$ cat src/lms_pkg.sv
// shared types, codes and helpers for the led matrix shadow updater
package lms_pkg;

    // item kind
    typedef enum logic {
        FUNC_PIXEL  = 1'b0,
        FUNC_COLUMN = 1'b1
    } t_func;

    // color codes
    typedef enum logic [1:0] {
        COLOR_GREEN  = 2'd0,
        COLOR_RED    = 2'd1,
        COLOR_ORANGE = 2'd2,
        COLOR_BLACK  = 2'd3
    } t_color;

    // top dot of a column byte
    localparam logic [7:0] DOT_TOP = 8'h80;

    // one input item as held in the input register
    typedef struct packed {
        t_func       func;
        logic [4:0]  column;
        logic [3:0]  pixel_row;
        logic        band;
        t_color      color;
        logic [7:0]  column_bits;
    } t_item;

    // one nibble write command
    typedef struct packed {
        logic [1:0] chip_index;
        logic [5:0] ram_address;
        logic [3:0] nibble;
        logic       last;
    } t_result;

    // band an item touches
    function automatic logic item_band(input t_item item);
        logic b;
        b = (item.func == FUNC_COLUMN) ? item.band : item.pixel_row[3];
        return b;
    endfunction

endpackage

$ cat src/led_matrix_shadow_updater.sv
// Shadow framebuffer for a bicolor LED matrix that emits nibble writes for changed bytes.
// The first write of an item is offered once the item has left the input register and
// been loaded into the result buffer. An item makes 0, 2 or 4 writes; the single result
// port hands out one write a cycle unless i_out_stall holds it, which sets the item rate.
// Reset: synchronous active low; per-row flags clear at once so the whole shadow reads
// as zero right after reset, with no clearing pass.
module led_matrix_shadow_updater #(
    parameter int COLUMNS = 32
) (
    input  logic       i_clk,
    input  logic       i_rst_n,
    input  logic       i_in_valid,
    output logic       o_in_stall,
    input  logic       i_func,
    input  logic [4:0] i_column,
    input  logic [3:0] i_pixel_row,
    input  logic       i_band,
    input  logic [1:0] i_color,
    input  logic [7:0] i_column_bits,
    output logic       o_out_valid,
    input  logic       i_out_stall,
    output logic [1:0] o_chip_index,
    output logic [5:0] o_ram_address,
    output logic [3:0] o_nibble,
    output logic       o_last
);

    localparam int         DEPTH  = COLUMNS * 2;
    localparam int         RW     = $clog2(DEPTH);
    localparam logic [6:0] COLS_W = 7'(COLUMNS);

    lms_pkg::t_item   in_item;
    lms_pkg::t_item   r_a;
    logic             r_a_valid;
    logic             accept;
    logic             go;
    logic             in_range;
    logic             buf_free;
    logic [RW-1:0]    rd_row;
    logic [RW-1:0]    a_row;
    logic [15:0]      rd_data;
    logic [7:0]       new_red;
    logic [7:0]       new_green;
    lms_pkg::t_result res [4];
    logic [2:0]       count;
    lms_pkg::t_result out_res;

    // input item and handshake
    always_comb begin
        in_item = '{func: lms_pkg::t_func'(i_func), column: i_column,
                    pixel_row: i_pixel_row, band: i_band,
                    color: lms_pkg::t_color'(i_color), column_bits: i_column_bits};
        go         = r_a_valid && buf_free;
        o_in_stall = r_a_valid && !go;
        accept     = i_in_valid && !o_in_stall;
        in_range   = ({2'b00, r_a.column} < COLS_W);
        a_row      = RW'({r_a.column, lms_pkg::item_band(r_a)});
        rd_row     = accept ? RW'({i_column, lms_pkg::item_band(in_item)}) : a_row;
    end

    // input register
    always_ff @(posedge i_clk) begin
        if (!i_rst_n) begin
            r_a_valid <= 1'b0;
        end else if (accept) begin
            r_a_valid <= 1'b1;
        end else if (go) begin
            r_a_valid <= 1'b0;
        end
    end

    always_ff @(posedge i_clk) begin
        if (accept) begin
            r_a <= in_item;
        end
    end

    // shadow store
    lms_store #(
        .DEPTH (DEPTH),
        .RW    (RW)
    ) u_store (
        .i_clk     (i_clk),
        .i_rst_n   (i_rst_n),
        .i_rd_row  (rd_row),
        .i_wr_en   (go && in_range),
        .i_wr_row  (a_row),
        .i_wr_data ({new_red, new_green}),
        .o_rd_data (rd_data)
    );

    // byte update and write list
    lms_update u_update (
        .i_item      (r_a),
        .i_red       (rd_data[15:8]),
        .i_green     (rd_data[7:0]),
        .o_new_red   (new_red),
        .o_new_green (new_green),
        .o_res       (res),
        .o_count     (count)
    );

    // result buffer
    lms_result_buf u_result_buf (
        .i_clk       (i_clk),
        .i_rst_n     (i_rst_n),
        .i_load      (go),
        .i_res       (res),
        .i_count     (in_range ? count : 3'd0),
        .o_free      (buf_free),
        .o_out_valid (o_out_valid),
        .i_out_stall (i_out_stall),
        .o_res       (out_res)
    );

    assign o_chip_index  = out_res.chip_index;
    assign o_ram_address = out_res.ram_address;
    assign o_nibble      = out_res.nibble;
    assign o_last        = out_res.last;

endmodule

$ cat src/lms_store.sv
// shadow store: one row per column and band holding the red and green bytes
module lms_store #(
    parameter int DEPTH = 64,
    parameter int RW    = 6
) (
    input  logic          i_clk,
    input  logic          i_rst_n,
    input  logic [RW-1:0] i_rd_row,
    input  logic          i_wr_en,
    input  logic [RW-1:0] i_wr_row,
    input  logic [15:0]   i_wr_data,
    output logic [15:0]   o_rd_data
);

    logic [15:0]    r_mem [DEPTH];
    logic [DEPTH-1:0] r_written;
    logic [15:0]    r_rd_data;
    logic           r_rd_ok;
    logic [RW-1:0]  r_rd_row;
    logic           r_fwd_valid;
    logic [RW-1:0]  r_fwd_row;
    logic [15:0]    r_fwd_data;

    // memory write and registered read
    always_ff @(posedge i_clk) begin
        if (i_wr_en) begin
            r_mem[i_wr_row] <= i_wr_data;
        end
        r_rd_data <= r_mem[i_rd_row];
        r_rd_row  <= i_rd_row;
    end

    // per-row written flags, cleared at reset so the shadow reads as zero
    always_ff @(posedge i_clk) begin
        if (!i_rst_n) begin
            r_written <= '0;
            r_rd_ok   <= 1'b0;
        end else begin
            r_rd_ok <= r_written[i_rd_row];
            if (i_wr_en) begin
                r_written[i_wr_row] <= 1'b1;
            end
        end
    end

    // latest write, forwarded over a read that raced it
    always_ff @(posedge i_clk) begin
        if (!i_rst_n) begin
            r_fwd_valid <= 1'b0;
        end else if (i_wr_en) begin
            r_fwd_valid <= 1'b1;
        end
    end

    always_ff @(posedge i_clk) begin
        if (i_wr_en) begin
            r_fwd_row  <= i_wr_row;
            r_fwd_data <= i_wr_data;
        end
    end

    // read data seen by the update stage
    always_comb begin
        if (r_fwd_valid && (r_fwd_row == r_rd_row)) begin
            o_rd_data = r_fwd_data;
        end else if (r_rd_ok) begin
            o_rd_data = r_rd_data;
        end else begin
            o_rd_data = '0;
        end
    end

endmodule

$ cat src/lms_update.sv
// new color bytes and the nibble writes for the bytes that change
module lms_update (
    input  lms_pkg::t_item   i_item,
    input  logic [7:0]       i_red,
    input  logic [7:0]       i_green,
    output logic [7:0]       o_new_red,
    output logic [7:0]       o_new_green,
    output lms_pkg::t_result o_res [4],
    output logic [2:0]       o_count
);

    logic       band;
    logic [1:0] chip;
    logic [7:0] mask;
    logic       red_first;
    logic [7:0] old1, old2, new1, new2;
    logic       c1, c2;
    lms_pkg::t_result p1 [2];
    lms_pkg::t_result p2 [2];

    // new byte values per color and kind
    always_comb begin
        band = lms_pkg::item_band(i_item);
        chip = {band, i_item.column[4]};
        mask = lms_pkg::DOT_TOP >> i_item.pixel_row[2:0];
        o_new_red   = i_red;
        o_new_green = i_green;
        red_first   = 1'b0;
        if (i_item.func == lms_pkg::FUNC_PIXEL) begin
            case (i_item.color)
                lms_pkg::COLOR_GREEN: begin
                    o_new_green = i_green | mask;
                    o_new_red   = i_red & ~mask;
                end
                lms_pkg::COLOR_RED: begin
                    red_first   = 1'b1;
                    o_new_red   = i_red | mask;
                    o_new_green = i_green & ~mask;
                end
                lms_pkg::COLOR_ORANGE: begin
                    o_new_green = i_green | mask;
                    o_new_red   = i_red | mask;
                end
                default: begin
                    red_first   = 1'b1;
                    o_new_red   = i_red & ~mask;
                    o_new_green = i_green & ~mask;
                end
            endcase
        end else begin
            case (i_item.color)
                lms_pkg::COLOR_GREEN: begin
                    o_new_green = i_item.column_bits;
                    o_new_red   = 8'h00;
                end
                lms_pkg::COLOR_RED: begin
                    red_first   = 1'b1;
                    o_new_red   = i_item.column_bits;
                    o_new_green = 8'h00;
                end
                lms_pkg::COLOR_ORANGE: begin
                    o_new_green = i_item.column_bits;
                    o_new_red   = i_item.column_bits;
                end
                default: begin
                    o_new_red   = i_red;
                    o_new_green = i_green;
                end
            endcase
        end
    end

    // order the two planes and find which changed
    always_comb begin
        old1 = red_first ? i_red : i_green;
        new1 = red_first ? o_new_red : o_new_green;
        old2 = red_first ? i_green : i_red;
        new2 = red_first ? o_new_green : o_new_red;
        c1   = (old1 != new1);
        c2   = (old2 != new2);
    end

    // nibble writes: high nibble at the even address, low at the odd one
    always_comb begin
        p1[0] = '{chip_index: chip, ram_address: {red_first, i_item.column[3:0], 1'b0},
                  nibble: new1[7:4], last: 1'b0};
        p1[1] = '{chip_index: chip, ram_address: {red_first, i_item.column[3:0], 1'b1},
                  nibble: new1[3:0], last: !c2};
        p2[0] = '{chip_index: chip, ram_address: {!red_first, i_item.column[3:0], 1'b0},
                  nibble: new2[7:4], last: 1'b0};
        p2[1] = '{chip_index: chip, ram_address: {!red_first, i_item.column[3:0], 1'b1},
                  nibble: new2[3:0], last: 1'b1};
        o_res[0] = c1 ? p1[0] : p2[0];
        o_res[1] = c1 ? p1[1] : p2[1];
        o_res[2] = p2[0];
        o_res[3] = p2[1];
        o_count  = {c1 & c2, c1 ^ c2, 1'b0};
    end

endmodule

$ cat src/lms_result_buf.sv
// result buffer: holds the writes of one item and hands them out one a cycle when not stalled
module lms_result_buf (
    input  logic             i_clk,
    input  logic             i_rst_n,
    input  logic             i_load,
    input  lms_pkg::t_result i_res [4],
    input  logic [2:0]       i_count,
    output logic             o_free,
    output logic             o_out_valid,
    input  logic             i_out_stall,
    output lms_pkg::t_result o_res
);

    lms_pkg::t_result r_ent [4];
    logic [2:0]       r_left;
    logic [1:0]       r_idx;
    logic             take;

    // handshake and free signal for the next load
    always_comb begin
        o_out_valid = (r_left != 3'd0);
        take        = o_out_valid && !i_out_stall;
        o_free      = (r_left == 3'd0) || ((r_left == 3'd1) && take);
        o_res       = r_ent[r_idx];
    end

    // count of writes still to deliver
    always_ff @(posedge i_clk) begin
        if (!i_rst_n) begin
            r_left <= 3'd0;
            r_idx  <= 2'd0;
        end else if (i_load) begin
            r_left <= i_count;
            r_idx  <= 2'd0;
        end else if (take) begin
            r_left <= r_left - 3'd1;
            r_idx  <= r_idx + 2'd1;
        end
    end

    // payload
    always_ff @(posedge i_clk) begin
        if (i_load) begin
            r_ent <= i_res;
        end
    end

endmodule

$ cat config.mk
export PLATFORM = sky130hd
export DESIGN_NAME = led_matrix_shadow_updater
export DESIGN_NICKNAME = d
export VERILOG_FILES = /design/src/lms_pkg.sv /design/src/led_matrix_shadow_updater.sv /design/src/lms_store.sv /design/src/lms_update.sv /design/src/lms_result_buf.sv
export SDC_FILE = /design/constraint.sdc
export NUM_CORES = 2
export LEC_CHECK = 0
export BUFFER_PORTS_ARGS = -buffer_cell sky130_fd_sc_hd__buf_2
export CAP_MARGIN = 25
export CORE_AREA = 3 3 524 318
export DETAILED_ROUTE_END_ITERATION = 8
export DIE_AREA = 0 0 527 321
export PLACE_DENSITY_LB_ADDON = 0.08
export SLEW_MARGIN = 20
export SYNTH_ARGS = -nofsm -noshare
export SYNTH_HDL_FRONTEND = slang
export SYNTH_SLANG_ARGS = --single-unit
$ cat constraint.sdc
create_clock -name i_clk -period 6.58 [get_ports i_clk]
set_input_delay 0.987 -clock i_clk [delete_from_list [all_inputs] [get_ports i_clk]]
set_output_delay 0.987 -clock i_clk [all_outputs]
set_load 0.1 [all_outputs]
==> run summary <==
Hold slack = 0.4168 ns
Final Hold Viols = 0
Crit path DAT = 5.51 ns
Post-synthesis mux area share = 0.6998%
Pwr Density = 377.9 nW/um^2
Synth Cell Area = 48630 um^2
LEAKAGE = 19.02 nW
Distinct cells, synth = 82
Post-Syn Nets = 3927
Site Rows = 114
RD Place Congestion = 0.7936
Total Routing Usage GR = 19.67%
Worst reg2reg path startpoint = u_result_buf.r_left[0]
Port-buffer cells = 39
Largest area contributor in the synthesized netlist = edfxtp_1
Cts repair resizes = 0
Area growth from synthesis to layout = 15.32%
Startpoint Class = register
Die span in y = 321 um
Post-Synth Adder-Cell Area = 0.2058%
RSZ-0062 raised after global routing = false
Final Slew Violations = 0
Slew HR = 26.35%
Largest net degree at the start of global routing = 153
Worst setup path startpoint = u_result_buf.r_left[0]
Die ar. = 169200 um^2
Core footprint = 161500 um^2
Hold Crit Class = input port to register
Syn Area/Cell = 12.49 um^2
Fin Setup TNS = 0 ns
Post-Synth XOR/XNOR Area = 0.4117%
Aggregate global routing overflow = 0
1st-iter DRT viols = 3564
Status = finished, final reports clean
Fmax = 203.1 MHz
Clock slew at reported path FFs = 0.07 ns
Initial antenna violation count = 17
Final core occ = 34.73%
Initial Util = 30.12%
CP endpoint kind = register
Post-layout min period = 4.924 ns
CTS tree = yes
Asr flop ratio synth = 0%
H-tree depth = 3
Avg WL per Cell = 27.50 um
Post-Synth Simple-Gate Area = 15.90%
Router iterations before antenna repair = 5
EDFF count, synth = 1086
Top cells by area, synth = edfxtp_1 67%, nand2_1 8.9%, dfxtp_1 3.9%
Worst setup path class = register to register
Actual slew at the worst max-slew pin = 1.093 ns
Critical path peak fanout = 152
Worst Path Required = 7.17 ns
Synth top area share = 67.06%
Io pins = 40
Longest Clk Path Bufs = 3
First-pass GRT wire length = 240200 um
Via count = 32340
CTS sink cnt = 1180
Clk_lat worst skew = 0.74 ns
Share of post-route cells with drive strength above 1 = 12.80%
Clk_skew = 0.03272 ns
Post-Route WL = 170300 um
Yosys reg bits = 1180
Seq/Total Area, Yosys = 70.93%
Endpoints failing setup = 0
Via/cell ratio = 5.223
Crit path to = u_store.r_rd_data[12]
Setup bufs post-CTS = 0
Peak VDD IR = 0.2437 mV
Post-route DRC = 0
Post-route ant nets = 0
Hold buffers post-CTS = 0
Mapped Cells = 3894
DIE WIDTH = 527 um
Worst r2r dst = u_store.r_rd_data[12]
Largest family of logic cells by synthesized area = simple AND/OR/NAND/NOR gates
Top FF cell, synth = edfxtp_1
Final period util = 74.84%
R2R depth = 14
Vias in the first global route = 30130
Ys Warns = 0
CTS buffer count = 116
Nets = 3972
Maxcap violations = 0
Hpwl dp = 97010 um
R2R Setup Slk = 1.66 ns
CTS Root Cell = clkbuf_16
Compound-gate portion of the synthesized area = 8.879%
## state kept, by name, indices dropped and copies added (netlist names), 3 cells and up
name	flops
a_row	5
u_store.r_rd_row	6
u_result_buf.r_ent	20
u_result_buf.r_left	3
r_a	16
u_store.r_fwd_data	16
u_store.r_fwd_row	5
u_store.r_written	64
u_store.r_rd_data	16
u_store.r_mem	1024
## worst min-delay path by stage
stage,from,endpoint,slack (ns),cells after the start
final,i_column_bits[2],r_a[2],0.42,1
after global routing,i_column_bits[2],r_a[2],0.39,1
after CTS,i_column_bits[4],r_a[4],0.36,1
after detailed placement,u_store.r_written[14],u_store.r_written[14],0.45,1
after global placement,u_store.r_written[7],u_store.r_written[7],0.45,1
after floorplan,a_row[5],u_result_buf.r_ent[11],0.42,0
## cell type report
cell class	instances	area [um^2]
Sequential cell	1180	34490
Timing Repair Buffer	217	1733
Antenna cell	7	17.52
Inverter	34	151.4
Clock buffer	152	3142
Tap cell	2146	2685
Clock inverter	65	646.9
Multi-Input combinational cell	2390	13210
Fill cell	15960	105400
## per-stage QoR
stage | setup WS, ns | power (mW) | area, um^2 | std cells
6_report | 1.656 | 21.19 | 56080 | 6191
5_1_grt | 1.375 | 22.07 | 56060 | 6185
4_1_cts | 1.566 | 21.38 | 56040 | 6182
3_5_place_dp | 0.9556 | 14.56 | 52260 | 5965
3_3_place_gp | -0.6477 | 14.53 | 52020 | 5950
2_1_floorplan | 1.554 | 12.15 | 48630 | 3894
## synthesized netlist by cell type (3+ instances only)
library cell  instances
a2111oi_0            64
a211oi_1              6
a21boi_0              3
a21o_1                4
a21oi_1              44
a221oi_2              6
a311oi_1            206
a31oi_1              72
and2_1                7
and3_1              145
buf_1                10
buf_2               108
buf_4                16
buf_6                 4
clkbuf_1            152
dfxtp_1              94
edfxtp_1           1086
ha_1                  8
inv_1                30
mux2_2                4
mux2i_1              16
mux4_2                5
nand2_1            1152
nand2b_1              3
nand3_1             290
nand3b_1              6
nand4_1               9
nor2_1              108
nor2b_1               6
nor3_1               21
nor3b_1               4
o211ai_1              7
o211ai_2              3
o21a_1               69
o21ai_0              25
o22ai_1               4
o31ai_1               4
or4_1                16
xnor2_1              15
xor2_1                6
## cells by family after synthesis
| family | after synthesis |
|---|---|
| XOR/XNOR | 22 |
| adder cells (fa/ha/maj) | 8 |
| flip-flops | 1180 |
| buffers and inverters | 324 |
| AND/OR/NAND/NOR | 1788 |
| AO/OA/AOI/OAI | 546 |
| multiplexers | 26 |
## cell usage in the layout, fill, tap and decap left out, types with 24 or more instances in the layout
cell type,synthesis,layout
edfxtp_1,1086,1086
dfxtp_1,94,94
clkbuf_16,0,119
buf_2,108,41
a311oi_1,206,206
clkinv_2,0,24
a2111oi_0,64,29
clkbuf_1,152,29
a31oi_1,72,72
clkinv_1,2,24
buf_4,16,155
a21oi_1,44,44
nand2_1,1152,1152
o21ai_0,25,24
nand3_1,290,290
nor2_2,0,38
and3_1,145,145
o21a_1,69,69
nor2_1,108,54
## worst max-delay path: stages (launching register included)
cell and delay [ns]:
dfxtp_1 0.38, inv_1 0.08, ha_1 0.22, inv_1 0.07
a21oi_2 0.09, o21ai_4 0.48, a21o_4 0.62, inv_16 0.35
buf_4 0.38, nand2_1 0.09, a311oi_1 0.10, a311oi_1 0.85
a2111oi_0 0.24, buf_4 0.25, or4_1 0.38
## per-layer routing
metal / wire (um) / GRT usage [%] / up-vias
li1: - / - / 14560
met3: 13010 / 4.793 / 175
met4: 2979 / 3.812 / 2
met1: 87970 / 31.91 / 16580
met5: 13 / 0 / -
met2: 66280 / 25.96 / 1019
## power by group
group,leakage (nW),internal (mW),switching (mW)
logic,6.44,1.27,3.92
registers,10.7,8.91,0.270
clock network,1.86,3.83,2.99
No activity file was read; power rests on OpenSTA's default activity.
